$ cat src/sra_pkg.sv
// Shared types, constants and the sail curve for the sail/rudder autopilot step.
// Used by the channel interfaces, the top level and the checker.
`default_nettype none
package sra_pkg;

	// heel moving sum
	localparam int HeelWindow = 15;
	localparam int SlotW      = $clog2(HeelWindow);
	localparam int SampleW    = 6;
	localparam int SumW       = SampleW + $clog2(HeelWindow);
	localparam int HeelBias   = 3 * HeelWindow;
	localparam int HeelMax    = 5;
	localparam int HeelEstW   = 3;

	// field widths
	localparam int HeadingW = 9;
	localparam int AngleW   = 8;
	localparam int DbW      = 6;
	localparam int SailW    = 7;
	localparam int CfgIdxW  = 3;
	localparam int CfgDataW = 8;

	localparam logic [AngleW-1:0] WindMax = AngleW'(180);

	typedef enum logic [CfgIdxW-1:0] {
		CFG_RUDDER_CENTER      = 3'd0,
		CFG_HEADING_DEADBAND   = 3'd1,
		CFG_RUDDER_MIN         = 3'd2,
		CFG_RUDDER_MAX         = 3'd3,
		CFG_WIND_DEADBAND      = 3'd4,
		CFG_CLOSE_HAULED_ANGLE = 3'd5,
		CFG_BEAM_REACH_ANGLE   = 3'd6,
		CFG_BROAD_REACH_ANGLE  = 3'd7
	} cfg_idx_t;

	typedef enum logic [1:0] {
		ACT_HEADING      = 2'd0,
		ACT_CLOSE_HAULED = 2'd1,
		ACT_BEAM_REACH   = 2'd2,
		ACT_BROAD_REACH  = 2'd3
	} action_t;

	// signed working width for headings and rudder arithmetic
	typedef logic signed [12:0] hv_t;
	localparam hv_t HeadingWrap = hv_t'(360);
	localparam hv_t RudderTop   = hv_t'(255);

	// wind angles at which the sail position steps up by one
	localparam int SailSteps = 29;
	typedef logic [AngleW-1:0] step_tbl_t [SailSteps];
	localparam step_tbl_t SailStepAt = '{
		8'd48,  8'd57,  8'd63,  8'd68,  8'd73,  8'd77,  8'd81,  8'd84,  8'd87,  8'd91,
		8'd94,  8'd96,  8'd99,  8'd102, 8'd105, 8'd108, 8'd111, 8'd114, 8'd117, 8'd120,
		8'd123, 8'd127, 8'd131, 8'd135, 8'd140, 8'd146, 8'd153, 8'd163, 8'd179
	};
	localparam logic [SailW-1:0] SailBase = SailW'(60);

	function automatic logic [SailW-1:0] sail_of_wind(input logic [AngleW-1:0] w);
		logic [SailW-1:0] pos;
		pos = SailBase;
		for (int i = 0; i < SailSteps; i++) begin
			if (w >= SailStepAt[i])
				pos = pos + SailW'(1);
		end
		return pos;
	endfunction

	// when the bounds cross, the high bound wins unless x is below the low bound
	function automatic hv_t clamp_lo_hi(input hv_t x, input hv_t lo, input hv_t hi);
		hv_t r;
		if (x < lo)
			r = lo;
		else if (x > hi)
			r = hi;
		else
			r = x;
		return r;
	endfunction

endpackage
`default_nettype wire

$ cat src/sra_sensor_if.sv
// Input channel of the autopilot step: one control tick per word.
// Depends on sra_pkg for field widths.
`default_nettype none
interface sra_sensor_if;
	logic                                valid;
	logic                                ready;
	logic [1:0]                          action;
	logic [sra_pkg::HeadingW-1:0]        target_heading;
	logic [sra_pkg::HeadingW-1:0]        current_heading;
	logic [sra_pkg::AngleW-1:0]          wind_direction;
	logic                                wind_from_port;
	logic signed [sra_pkg::SampleW-1:0]  heel_sample;

	modport source(output valid, output action, output target_heading,
		output current_heading, output wind_direction, output wind_from_port,
		output heel_sample, input ready);
	modport sink(input valid, input action, input target_heading,
		input current_heading, input wind_direction, input wind_from_port,
		input heel_sample, output ready);
endinterface
`default_nettype wire

$ cat src/sra_servo_if.sv
// Output channel of the autopilot step: rudder, sail and heel estimate per word.
// Depends on sra_pkg for field widths.
`default_nettype none
interface sra_servo_if;
	logic                           valid;
	logic                           ready;
	logic [sra_pkg::AngleW-1:0]     rudder_position;
	logic [sra_pkg::SailW-1:0]      sail_position;
	logic [sra_pkg::HeelEstW-1:0]   heel_estimate;

	modport source(output valid, output rudder_position, output sail_position,
		output heel_estimate, input ready);
	modport sink(input valid, input rudder_position, input sail_position,
		input heel_estimate, output ready);
endinterface
`default_nettype wire

$ cat src/sail_rudder_autopilot_step.sv
// Sail and rudder autopilot step: heel moving sum, steering and sail curve.
// Depends on sra_pkg, sra_sensor_if and sra_servo_if.
//
// Usage:
//   sensor carries one control tick per word (mode, headings, wind, heel sample);
//   servo returns exactly one word per tick, in order: rudder position, sail
//   position and heel estimate.
//   A tick accepted on sensor is registered in the input stage; the result is
//   loaded into the output register once that register is free, and the word
//   is then valid on servo.
//   Throughput is one tick per cycle while servo does not stall: the heel
//   window, its running sum and the slot pointer update at acceptance, and the
//   steering logic sits between the input stage and the output register.
//   When servo stalls, the output register holds its word and the input stage
//   holds one more tick; sensor.ready drops only when both are full.
//   Configuration is to be written via cfg_we/cfg_index/cfg_data while no tick
//   is in flight (not enforced); each register applies to ticks computed later.
//   Reset (arst_n low) empties both stages, clears the heel window, sum and
//   slot, and loads the default configuration.
`default_nettype none
module sail_rudder_autopilot_step (
	input  wire logic                            clk,
	input  wire logic                            arst_n,
	sra_sensor_if.sink                           sensor,
	sra_servo_if.source                          servo,
	input  wire logic                            cfg_we,
	input  wire logic [sra_pkg::CfgIdxW-1:0]     cfg_index,
	input  wire logic [sra_pkg::CfgDataW-1:0]    cfg_data
);

	// configuration
	logic [sra_pkg::AngleW-1:0] rudder_center_q, rudder_min_q, rudder_max_q;
	logic [sra_pkg::AngleW-1:0] close_hauled_q, beam_reach_q, broad_reach_q;
	logic [sra_pkg::DbW-1:0]    heading_db_q, wind_db_q;

	always_ff @(posedge clk or negedge arst_n) begin
		if (!arst_n) begin
			rudder_center_q <= 8'd98;
			heading_db_q    <= 6'd5;
			rudder_min_q    <= 8'd55;
			rudder_max_q    <= 8'd130;
			wind_db_q       <= 6'd5;
			close_hauled_q  <= 8'd50;
			beam_reach_q    <= 8'd90;
			broad_reach_q   <= 8'd135;
		end else if (cfg_we) begin
			case (sra_pkg::cfg_idx_t'(cfg_index))
				sra_pkg::CFG_RUDDER_CENTER:      rudder_center_q <= cfg_data;
				sra_pkg::CFG_HEADING_DEADBAND:   heading_db_q    <= cfg_data[sra_pkg::DbW-1:0];
				sra_pkg::CFG_RUDDER_MIN:         rudder_min_q    <= cfg_data;
				sra_pkg::CFG_RUDDER_MAX:         rudder_max_q    <= cfg_data;
				sra_pkg::CFG_WIND_DEADBAND:      wind_db_q       <= cfg_data[sra_pkg::DbW-1:0];
				sra_pkg::CFG_CLOSE_HAULED_ANGLE: close_hauled_q  <= cfg_data;
				sra_pkg::CFG_BEAM_REACH_ANGLE:   beam_reach_q    <= cfg_data;
				sra_pkg::CFG_BROAD_REACH_ANGLE:  broad_reach_q   <= cfg_data;
				default: ;
			endcase
		end
	end

	// handshake
	logic valid_s1, out_valid_q;
	logic out_free, adv_s1, accept;

	assign out_free     = !out_valid_q || servo.ready;
	assign adv_s1       = valid_s1 && out_free;
	assign sensor.ready = !valid_s1 || out_free;
	assign accept       = sensor.valid && sensor.ready;

	// heel window and running sum
	logic signed [sra_pkg::SampleW-1:0] window_q [sra_pkg::HeelWindow];
	logic signed [sra_pkg::SumW-1:0]    sum_q, sum_next;
	logic [sra_pkg::SlotW-1:0]          slot_q;

	assign sum_next = sum_q
		- sra_pkg::SumW'(window_q[slot_q])
		+ sra_pkg::SumW'(sensor.heel_sample);

	always_ff @(posedge clk or negedge arst_n) begin
		if (!arst_n) begin
			for (int i = 0; i < sra_pkg::HeelWindow; i++)
				window_q[i] <= '0;
			sum_q  <= '0;
			slot_q <= '0;
		end else if (accept) begin
			window_q[slot_q] <= sensor.heel_sample;
			sum_q            <= sum_next;
			if (slot_q == sra_pkg::SlotW'(sra_pkg::HeelWindow - 1))
				slot_q <= '0;
			else
				slot_q <= slot_q + sra_pkg::SlotW'(1);
		end
	end

	// input stage
	logic [1:0]                       action_s1;
	logic [sra_pkg::HeadingW-1:0]     target_s1, cur_s1;
	logic [sra_pkg::AngleW-1:0]       wind_s1;
	logic                             port_s1;
	logic signed [sra_pkg::SumW-1:0]  sum_s1;

	always_ff @(posedge clk or negedge arst_n) begin
		if (!arst_n)
			valid_s1 <= 1'b0;
		else if (sensor.ready)
			valid_s1 <= sensor.valid;
	end

	always_ff @(posedge clk) begin
		if (accept) begin
			action_s1 <= sensor.action;
			target_s1 <= sensor.target_heading;
			cur_s1    <= sensor.current_heading;
			wind_s1   <= sensor.wind_direction;
			port_s1   <= sensor.wind_from_port;
			sum_s1    <= sum_next;
		end
	end

	// heel estimate: |sum - bias| / window, clamped
	logic signed [sra_pkg::SumW:0]   heel_diff;
	logic [sra_pkg::SumW:0]          heel_mag;
	logic [sra_pkg::HeelEstW-1:0]    heel_est;

	always_comb begin
		heel_diff = (sra_pkg::SumW+1)'(sum_s1) - (sra_pkg::SumW+1)'(sra_pkg::HeelBias);
		heel_mag  = heel_diff[sra_pkg::SumW] ? (sra_pkg::SumW+1)'(-heel_diff)
			: (sra_pkg::SumW+1)'(heel_diff);
		heel_est = '0;
		for (int k = 1; k <= sra_pkg::HeelMax; k++) begin
			if (heel_mag >= (sra_pkg::SumW+1)'(k * sra_pkg::HeelWindow))
				heel_est = sra_pkg::HeelEstW'(k);
		end
	end

	// steering
	logic [sra_pkg::AngleW-1:0] wind_sat, want_angle;
	sra_pkg::hv_t w_v, a_v, wdb_v, cur_v, h_raw, h_v, c_v, hdb_v, heel_v, r_v;

	always_comb begin
		wind_sat = (wind_s1 > sra_pkg::WindMax) ? sra_pkg::WindMax : wind_s1;
		case (sra_pkg::action_t'(action_s1))
			sra_pkg::ACT_CLOSE_HAULED: want_angle = close_hauled_q;
			sra_pkg::ACT_BEAM_REACH:   want_angle = beam_reach_q;
			default:                   want_angle = broad_reach_q;
		endcase
		w_v    = sra_pkg::hv_t'({5'b0, wind_sat});
		a_v    = sra_pkg::hv_t'({5'b0, want_angle});
		wdb_v  = sra_pkg::hv_t'({7'b0, wind_db_q});
		cur_v  = sra_pkg::hv_t'({4'b0, cur_s1});
		c_v    = sra_pkg::hv_t'({5'b0, rudder_center_q});
		hdb_v  = sra_pkg::hv_t'({7'b0, heading_db_q});
		heel_v = sra_pkg::hv_t'({10'b0, heel_est});

		// build the heading to steer
		if (sra_pkg::action_t'(action_s1) == sra_pkg::ACT_HEADING)
			h_raw = sra_pkg::hv_t'({4'b0, target_s1});
		else if (w_v >= a_v - wdb_v && w_v <= a_v + wdb_v)
			h_raw = cur_v;
		else if (w_v < a_v - wdb_v)
			h_raw = port_s1 ? (a_v - w_v) + cur_v : (a_v - w_v) - cur_v;
		else
			h_raw = port_s1 ? (w_v - a_v) - cur_v : (w_v - a_v) + cur_v;

		// single wrap into range
		if (h_raw < 0)
			h_v = h_raw + sra_pkg::HeadingWrap;
		else if (h_raw > sra_pkg::HeadingWrap)
			h_v = h_raw - sra_pkg::HeadingWrap;
		else
			h_v = h_raw;

		if (cur_v >= h_v - hdb_v && cur_v <= h_v + hdb_v)
			r_v = sra_pkg::clamp_lo_hi(port_s1 ? c_v + heel_v : c_v - heel_v,
				'0, sra_pkg::RudderTop);
		else if (cur_v < h_v - hdb_v)
			r_v = sra_pkg::clamp_lo_hi(c_v - (h_v - cur_v),
				sra_pkg::hv_t'({5'b0, rudder_min_q}), c_v);
		else
			r_v = sra_pkg::clamp_lo_hi(c_v + (cur_v - h_v),
				c_v, sra_pkg::hv_t'({5'b0, rudder_max_q}));
	end

	// output register
	logic [sra_pkg::AngleW-1:0]   rudder_q;
	logic [sra_pkg::SailW-1:0]    sail_q;
	logic [sra_pkg::HeelEstW-1:0] heel_q;

	always_ff @(posedge clk or negedge arst_n) begin
		if (!arst_n)
			out_valid_q <= 1'b0;
		else if (out_free)
			out_valid_q <= valid_s1;
	end

	always_ff @(posedge clk) begin
		if (adv_s1) begin
			rudder_q <= r_v[sra_pkg::AngleW-1:0];
			sail_q   <= sra_pkg::sail_of_wind(wind_sat);
			heel_q   <= heel_est;
		end
	end

	assign servo.valid           = out_valid_q;
	assign servo.rudder_position = rudder_q;
	assign servo.sail_position   = sail_q;
	assign servo.heel_estimate   = heel_q;

endmodule
`default_nettype wire

$ cat src/flat_wrapper.sv
// flat-port wrapper written by rule: the top's interface ports become plain ports
module sail_rudder_autopilot_step_flat 
  (clk, arst_n, cfg_we, cfg_index, cfg_data, sensor_valid, sensor_action, sensor_target_heading, sensor_current_heading, sensor_wind_direction, sensor_wind_from_port, sensor_heel_sample, sensor_ready, servo_valid, servo_rudder_position, servo_sail_position, servo_heel_estimate, servo_ready);
  sra_sensor_if sensor_i ();
  sra_servo_if servo_i ();
  input  wire logic clk;
  input  wire logic arst_n;
  input  wire logic cfg_we;
  input  wire logic [sra_pkg::CfgIdxW-1:0] cfg_index;
  input  wire logic [sra_pkg::CfgDataW-1:0] cfg_data;
  input wire logic [$bits(sensor_i.valid)-1:0] sensor_valid;
  input wire logic [$bits(sensor_i.action)-1:0] sensor_action;
  input wire logic [$bits(sensor_i.target_heading)-1:0] sensor_target_heading;
  input wire logic [$bits(sensor_i.current_heading)-1:0] sensor_current_heading;
  input wire logic [$bits(sensor_i.wind_direction)-1:0] sensor_wind_direction;
  input wire logic [$bits(sensor_i.wind_from_port)-1:0] sensor_wind_from_port;
  input wire logic [$bits(sensor_i.heel_sample)-1:0] sensor_heel_sample;
  output wire logic [$bits(sensor_i.ready)-1:0] sensor_ready;
  output wire logic [$bits(servo_i.valid)-1:0] servo_valid;
  output wire logic [$bits(servo_i.rudder_position)-1:0] servo_rudder_position;
  output wire logic [$bits(servo_i.sail_position)-1:0] servo_sail_position;
  output wire logic [$bits(servo_i.heel_estimate)-1:0] servo_heel_estimate;
  input wire logic [$bits(servo_i.ready)-1:0] servo_ready;
  assign sensor_i.valid = sensor_valid;
  assign sensor_i.action = sensor_action;
  assign sensor_i.target_heading = sensor_target_heading;
  assign sensor_i.current_heading = sensor_current_heading;
  assign sensor_i.wind_direction = sensor_wind_direction;
  assign sensor_i.wind_from_port = sensor_wind_from_port;
  assign sensor_i.heel_sample = sensor_heel_sample;
  assign sensor_ready = sensor_i.ready;
  assign servo_valid = servo_i.valid;
  assign servo_rudder_position = servo_i.rudder_position;
  assign servo_sail_position = servo_i.sail_position;
  assign servo_heel_estimate = servo_i.heel_estimate;
  assign servo_i.ready = servo_ready;
  sail_rudder_autopilot_step u_core (.clk(clk), .arst_n(arst_n), .sensor(sensor_i), .servo(servo_i), .cfg_we(cfg_we), .cfg_index(cfg_index), .cfg_data(cfg_data));
endmodule
$ cat config.mk
export PLATFORM = sky130hd
export DESIGN_NAME = sail_rudder_autopilot_step_flat
export DESIGN_NICKNAME = d
export VERILOG_FILES = /design/src/sra_pkg.sv /design/src/sra_sensor_if.sv /design/src/sra_servo_if.sv /design/src/sail_rudder_autopilot_step.sv /design/src/flat_wrapper.sv
export SDC_FILE = /design/constraint.sdc
export NUM_CORES = 1
export LEC_CHECK = 0
export ABC_AREA = 1
export BUFFER_PORTS_ARGS = -buffer_cell sky130_fd_sc_hd__buf_2
export CAP_MARGIN = 25
export CORE_MARGIN = 2
export CORE_UTILIZATION = 30
export CTS_BUF_LIST = sky130_fd_sc_hd__clkbuf_2 sky130_fd_sc_hd__clkbuf_4 sky130_fd_sc_hd__clkbuf_8
export CTS_CLUSTER_DIAMETER = 200
export DETAILED_ROUTE_END_ITERATION = 10
export HOLD_SLACK_MARGIN = 0.08
export PLACE_DENSITY = 0.53
export SLEW_MARGIN = 5
export SYNTH_ARGS = -nofsm -noshare
export SYNTH_HDL_FRONTEND = slang
export SYNTH_SLANG_ARGS = --single-unit
$ cat constraint.sdc
create_clock -name clk -period 20.8 [get_ports clk]
set_input_delay 3.12 -clock clk [delete_from_list [all_inputs] [get_ports clk]]
set_output_delay 3.12 -clock clk [all_outputs]
set_load 0.03 [all_outputs]
---- Word level (Yosys, flattened, before mapping) ----
Index checks and enable logic that the tools add are counted.
cells by class
  add/subtract/negate cells ............... 51
  order comparisons ....................... 51
  equality and inequality tests ........... 10
  multiplexer cells ....................... 88
  bitwise logic cells ..................... 1
  reductions and logical operators ........ 19
operators by type and width
  cell                    number
  $mux 7                  56
  $add 7x1->7 const B     28
  $ge 8x7->1 const B      19
  $mux 13                 8
  $bwmux 90               1
  $mux 8                  9
  $ge 8x8->1 const B      7
  $sub 13x10->13          3
  $add 13x10->13          2
  $gt 13x9->1             2
  $lt 13x1->1 const B     2
  $lt 13x9->1             2
  $bmux 6 s4              1
  $demux 6 s4             1
  $ge 8x6->1 const B      3
  $ge 11x6->1 const B     2
  $mux 6                  3
  $sub 8x8->9             2
  $pmux 8 s2              1
  $reduce_and 2->1        8
  $add 13x10->13 const B  1
  $add 13x7->13           1
  $add 9x13->13           1
  $ge 10x13->1            1
  other kinds (43)        56
word-level totals
  register bits after elaboration ......... 223
  input bits .............................. 51
  output and inout bits ................... 20
  logic and storage cells ................. 256

---- Longest topological paths before layout ----
  depth in word-level cells ............... 88
  mapped depth ............................ 106
  mapped depth without buffers ............ 106

---- Least setup slack after synthesis ----
Ideal clock, no wire load.
  path kind ............................... register to register
  start point ............................. register u_core.wind_s1[6] (netlist bit)
  end point ............................... register u_core.sail_q (netlist bit u_core.servo.sail_position[6]), data pin
  setup time .............................. 0.252 ns
  arrival time ............................ 17.018 ns
  required time ........................... 20.548 ns
  path slack .............................. 3.530 ns
  cell stages (with the launch flop) ...... 103
  path buffers ............................ 0
  clock period less this slack ............ 17.270 ns
  cell sequence ........................... edfxtp_1 inv_2 nand2_1 nor2_2 nand3_2 nand2_4 o21ai_1 nand2_2 nand2_4 fa_1 ha_1 nand2_1 nand2_1 ha_1 nand2_1 nand2_1 ha_1 nand2_1 [67 not listed] inv_1 ha_1 o21ai_0 inv_1 ha_1 o21ai_0 inv_1 ha_1 nand2_1 o21ai_0 ha_1 nand3_1 nor2_1 nand3_2 inv_2 nand2_1 nand3_1 nand2_1
on the way
  cells in the longest elaborated chain, start to end .. 88
  elaborated cells on any way between the ends .. 116
  those cells by class .................... 28 x add/sub; 30 x order compare; 58 x mux
RTL lines
  what                    RTL line                           text
  from (decl)             sail_rudder_autopilot_step.sv:98   logic [sra_pkg::AngleW-1:0] wind_s1;
  from (signal assigned)  sail_rudder_autopilot_step.sv:114  wind_s1 <= sensor.wind_direction;
  $gt 8x8->1              sail_rudder_autopilot_step.sv:141  wind_sat = (wind_s1 > sra_pkg::WindMax) ? sra_pkg::WindMax : wind_s1;
  $mux 8 (*)              sail_rudder_autopilot_step.sv:141
  $ge 8x6->1              sra_pkg.sv:62                      if (w >= SailStepAt[i])
  $mux 1                  sra_pkg.sv:62
  $mux 7                  sail_rudder_autopilot_step.sv:197  if (adv_s1) begin
  $add 7x1->7             sra_pkg.sv:63                      pos = pos + SailW'(1);
  $mux 7                  sra_pkg.sv:62
  $mux 7                  sail_rudder_autopilot_step.sv:197
  [72 not listed]         -
  $add 7x1->7             sra_pkg.sv:63
  $mux 7                  sra_pkg.sv:62
  $mux 7                  sail_rudder_autopilot_step.sv:197
  $add 7x1->7             sra_pkg.sv:63
  $mux 7                  sra_pkg.sv:62
  $mux 7                  sail_rudder_autopilot_step.sv:197
  $add 7x1->7             sra_pkg.sv:63
  $mux 7 (*)              sra_pkg.sv:62
  to (signal assigned)    sail_rudder_autopilot_step.sv:199  sail_q <= sra_pkg::sail_of_wind(wind_sat);
  to (decl)               sail_rudder_autopilot_step.sv:186  logic [sra_pkg::SailW-1:0] sail_q;
Mark *: on every way between the ends. The rest lies on a longest branch, timed or not. The select of a mux whose other input is x is not followed.
A chain may end at the register's enable or synchronous reset.

---- Final worst setup path ----
  start point ............................. register u_core.wind_s1[7] (netlist bit)
  end point ............................... register u_core.sail_q (netlist bit u_core.servo.sail_position[6]), data pin
Same word-level chain as after synthesis.

==> out/metrics.cfg <==
[finish]
final_cells = 4104
fin_util_pct = 33.5
syn2layout_area_growth_pct = 11.1
drive_gt1_share_pct = 12.4
antenna_cells = 0
nNetsFinal = 3392
num-fill-cells = 7819

[cts]
cts_resized = 0
post-cts-setup-buffers = 0
holdBufCountCts = 0
clk_latency_ps = 640
clock_path_buffers = 3
cts_inserted_buffers = 43
clkTransAtPathRegs_ps = 60
htree_levels = 2
cts-root-buf = clkbuf_8
cts_tree = built
cts_sinks = 223

[global_route]
grt_max_degree = 62
grt_usage_pct = 15.6
grt_overflow_total = 0
grt_pass1_wl_um = 95000
grt_pass1_vias = 18900
antenna_found_initial = 1

[worst_hold_path]
whs_endpoint = u_core.close_hauled_q[7]$_DFFE_PN0P_
min_path_cells = 2
min_path_type = flip-flop to flip-flop
min_from = u_core.close_hauled_q[7]$_DFFE_PN0P_

[critical_path]
critPathArrivalTime_ps = 19350
regToRegSetupSlack_ps = 1830
cp_max_fo = 15
crit_path_end_kind = flip-flop
cp-start-kind = flip-flop
slowest_delay_ps = 780
reg2reg_from = u_core.wind_s1[7]$_DFFE_PP_
rr_worst_depth = 101
path_class = flip-flop to flip-flop
crit_top_cell = nand2_1
cp.required_ps = 21170
r2r-end = u_core.servo.sail_position[6]$_DFFE_PP_
crit_slowest_cell = edfxtp_1

[status]
status = completed

[die]
die_h_um = 271
start_util_pct = 30.1
rows = 98
pin_count = 71
die-area_um2 = 73600
die_w_um = 271
core_area_um2 = 71100

[drt]
top_layer = met5
vias = 19300
ant_nets = 0
routed-wl-met3_um = 2480
viasPerCell = 4.70
wl_met1_um = 29300
drc = 0
drt-initial-drc-count = 1176
dr.pass1.iters = 7
routedWlPerCell_um = 13.8
wl_met2_um = 24000
wl_um = 56800

[logic_synthesis]
synth_edf_count = 57
synth.avg_cell_area_um2 = 7.03
synth_seq_cells = 223
syn_nets = 3322
seq_area_frac_synth_pct = 27.5
syn-instance-count = 3052
synthArstFlopShare_pct = 74.4
synth_top_flop_cell = dfrtp_1
syn_area_um2 = 21400
yosys_warnings = 0
netlist-cell-type-count = 59

[sta]
rsz0062_at_grt = false
tns_ps = 0
period_share_pct = 91.2
slew_viol_final = 0
setup_viol = 0
hold_viol = 0
fin_crit_ps = 18970
maxSlewHeadroom_pct = 31.9
worst_pin_slew_ps = 1020
max_clock_freq_mhz = 52.7
finClkSkew_ps = 52.5

[placement]
numPlacedInstances = 4025
port_buffers = 70
hpwlAfterDp_um = 44500
routabilityCongestion = 0.865

[run]
maxCapViolCount = 0

-- final cells by class --
type	count	area, um2	area share (%)
clock buffer	63	805	3.38
sequential	223	5900	24.8
tap	950	1190	4.99
inverter	494	1850	7.79
clock inverter	14	151	0.636
timing repair buffer	82	444	1.87
multi-input combinational	2278	13500	56.6
-- worst max path at each step --
stage / start / to / cells after the start
floorplan: u_core.wind_s1[6]$_DFFE_PP_ / u_core.servo.sail_position[6]$_DFFE_PP_ / 102
global placement: u_core.wind_s1[7]$_DFFE_PP_ / u_core.servo.sail_position[6]$_DFFE_PP_ / 101
detailed placement: u_core.wind_s1[7]$_DFFE_PP_ / u_core.servo.sail_position[6]$_DFFE_PP_ / 101
CTS: u_core.wind_s1[7]$_DFFE_PP_ / u_core.servo.sail_position[6]$_DFFE_PP_ / 101
global route: u_core.wind_s1[7]$_DFFE_PP_ / u_core.servo.sail_position[6]$_DFFE_PP_ / 101
finish: u_core.wind_s1[7]$_DFFE_PP_ / u_core.servo.sail_position[6]$_DFFE_PP_ / 101
-- layout by cell type (no fill, tap or decap), types with 10 or more instances in the layout --
| master | instances |
|---|---|
| xnor2_1 | 20 |
| o21ai_1 | 10 |
| buf_4 | 10 |
| nand3b_1 | 18 |
| nand3_2 | 43 |
| clkbuf_4 | 11 |
| a22oi_1 | 42 |
| dfrtp_1 | 141 |
| nand2_1 | 707 |
| buf_2 | 70 |
| clkbuf_8 | 53 |
| o211ai_1 | 14 |
| inv_1 | 468 |
| inv_2 | 20 |
| a21oi_1 | 154 |
| nor2_1 | 220 |
| or2_2 | 16 |
| o21ai_0 | 257 |
| nand2_2 | 88 |
| a31oi_1 | 11 |
| xor2_1 | 92 |
| nand3_1 | 197 |
| nand4_1 | 33 |
| edfxtp_1 | 57 |
| nor2_2 | 13 |
| dfstp_2 | 25 |
| fa_1 | 28 |
| nor3_1 | 30 |
| o31ai_1 | 12 |
| ha_1 | 191 |
-- synthesized netlist by cell type, drive strengths merged (2+ instances only) --
cell    number  area (um2)
a21o         6        45.0
o221ai       3        26.3
ha         191        2390
xor2        92         806
edfxtp      57        1710
nor2       236         941
a32o         4        40.0
o22ai        3        18.8
o31ai       12        90.1
xnor2       20         175
nand2      801        3270
nand3      242        1450
or2         19         119
dfstp       25         657
nand4       33         206
nor4         5        31.3
a211oi       2        15.0
o311ai       2        17.5
dfrtp      141        3530
o21a         2        15.0
o21ai      268        1350
a22oi       42         315
a21oi      158         817
o211ai      14         105
a31oi       12        90.1
nor3        36         210
a21boi       2        15.0
a31o         2        17.5
o221a        2        22.5
buf          3        15.0
nand3b      20         158
clkinv       6        22.5
fa          28         561
clkbuf      54         203
and2         6        37.5
inv        488        1830
o21bai       9        67.6
-- stage by stage --
stage	worst slack, ps	instance area [um2]	hold WS (ps)
floorplan	3530	21400	447
global route	83.2	23800	500
finish	1830	23800	485
CTS	1770	23800	488
global placement	2160	22800	465
detailed placement	1840	22800	473
-- critical path: cells and delay by family (launching register included) --
family          cells  cell delay, ps
simple gates       51            6920
fa+ha+maj          27            8130
flops               1             780
buf+inv            14             930
compound gates      9            1890
-- routing by layer --
metal  vias to the layer above  global-route usage, %
li1                      10100                      -
met1                      8772                   22.3
met2                       326                   24.4
met3                        62                   2.41
met4                         2                   3.63
met5                         -                      0
-- cells by family (layout without fill, tap and decap cells) --
kind of cell	Yosys count	in the layout	synth area share [%]
adders and majority gates	219	219	13.8
AOI/OAI and AO/OA	548	548	14.5
and+or+nand+nor	1399	1399	30.0
DFF	223	223	27.5
buffers and inverters	551	653	9.66
xor gates and xnor gates	112	112	4.58
-- registers in the layout, summed over array words and instances, names as in the netlist, 7 cells and up --
name,flops
u_core.target_s1,9
u_core.beam_reach_q,8
u_core.rudder_max_q,8
u_core.close_hauled_q,8
u_core.broad_reach_q,8
u_core.rudder_min_q,8
u_core.servo.sail_position,7
u_core.rudder_center_q,8
u_core.wind_s1,8
u_core.sum_s1,10
u_core.cur_s1,9
u_core.sum_q,10
u_core.window_q,90
u_core.servo.rudder_position,8
Power is not shown: default switching activity piles up to over one toggle a cycle in this logic, so the estimate is an artifact.
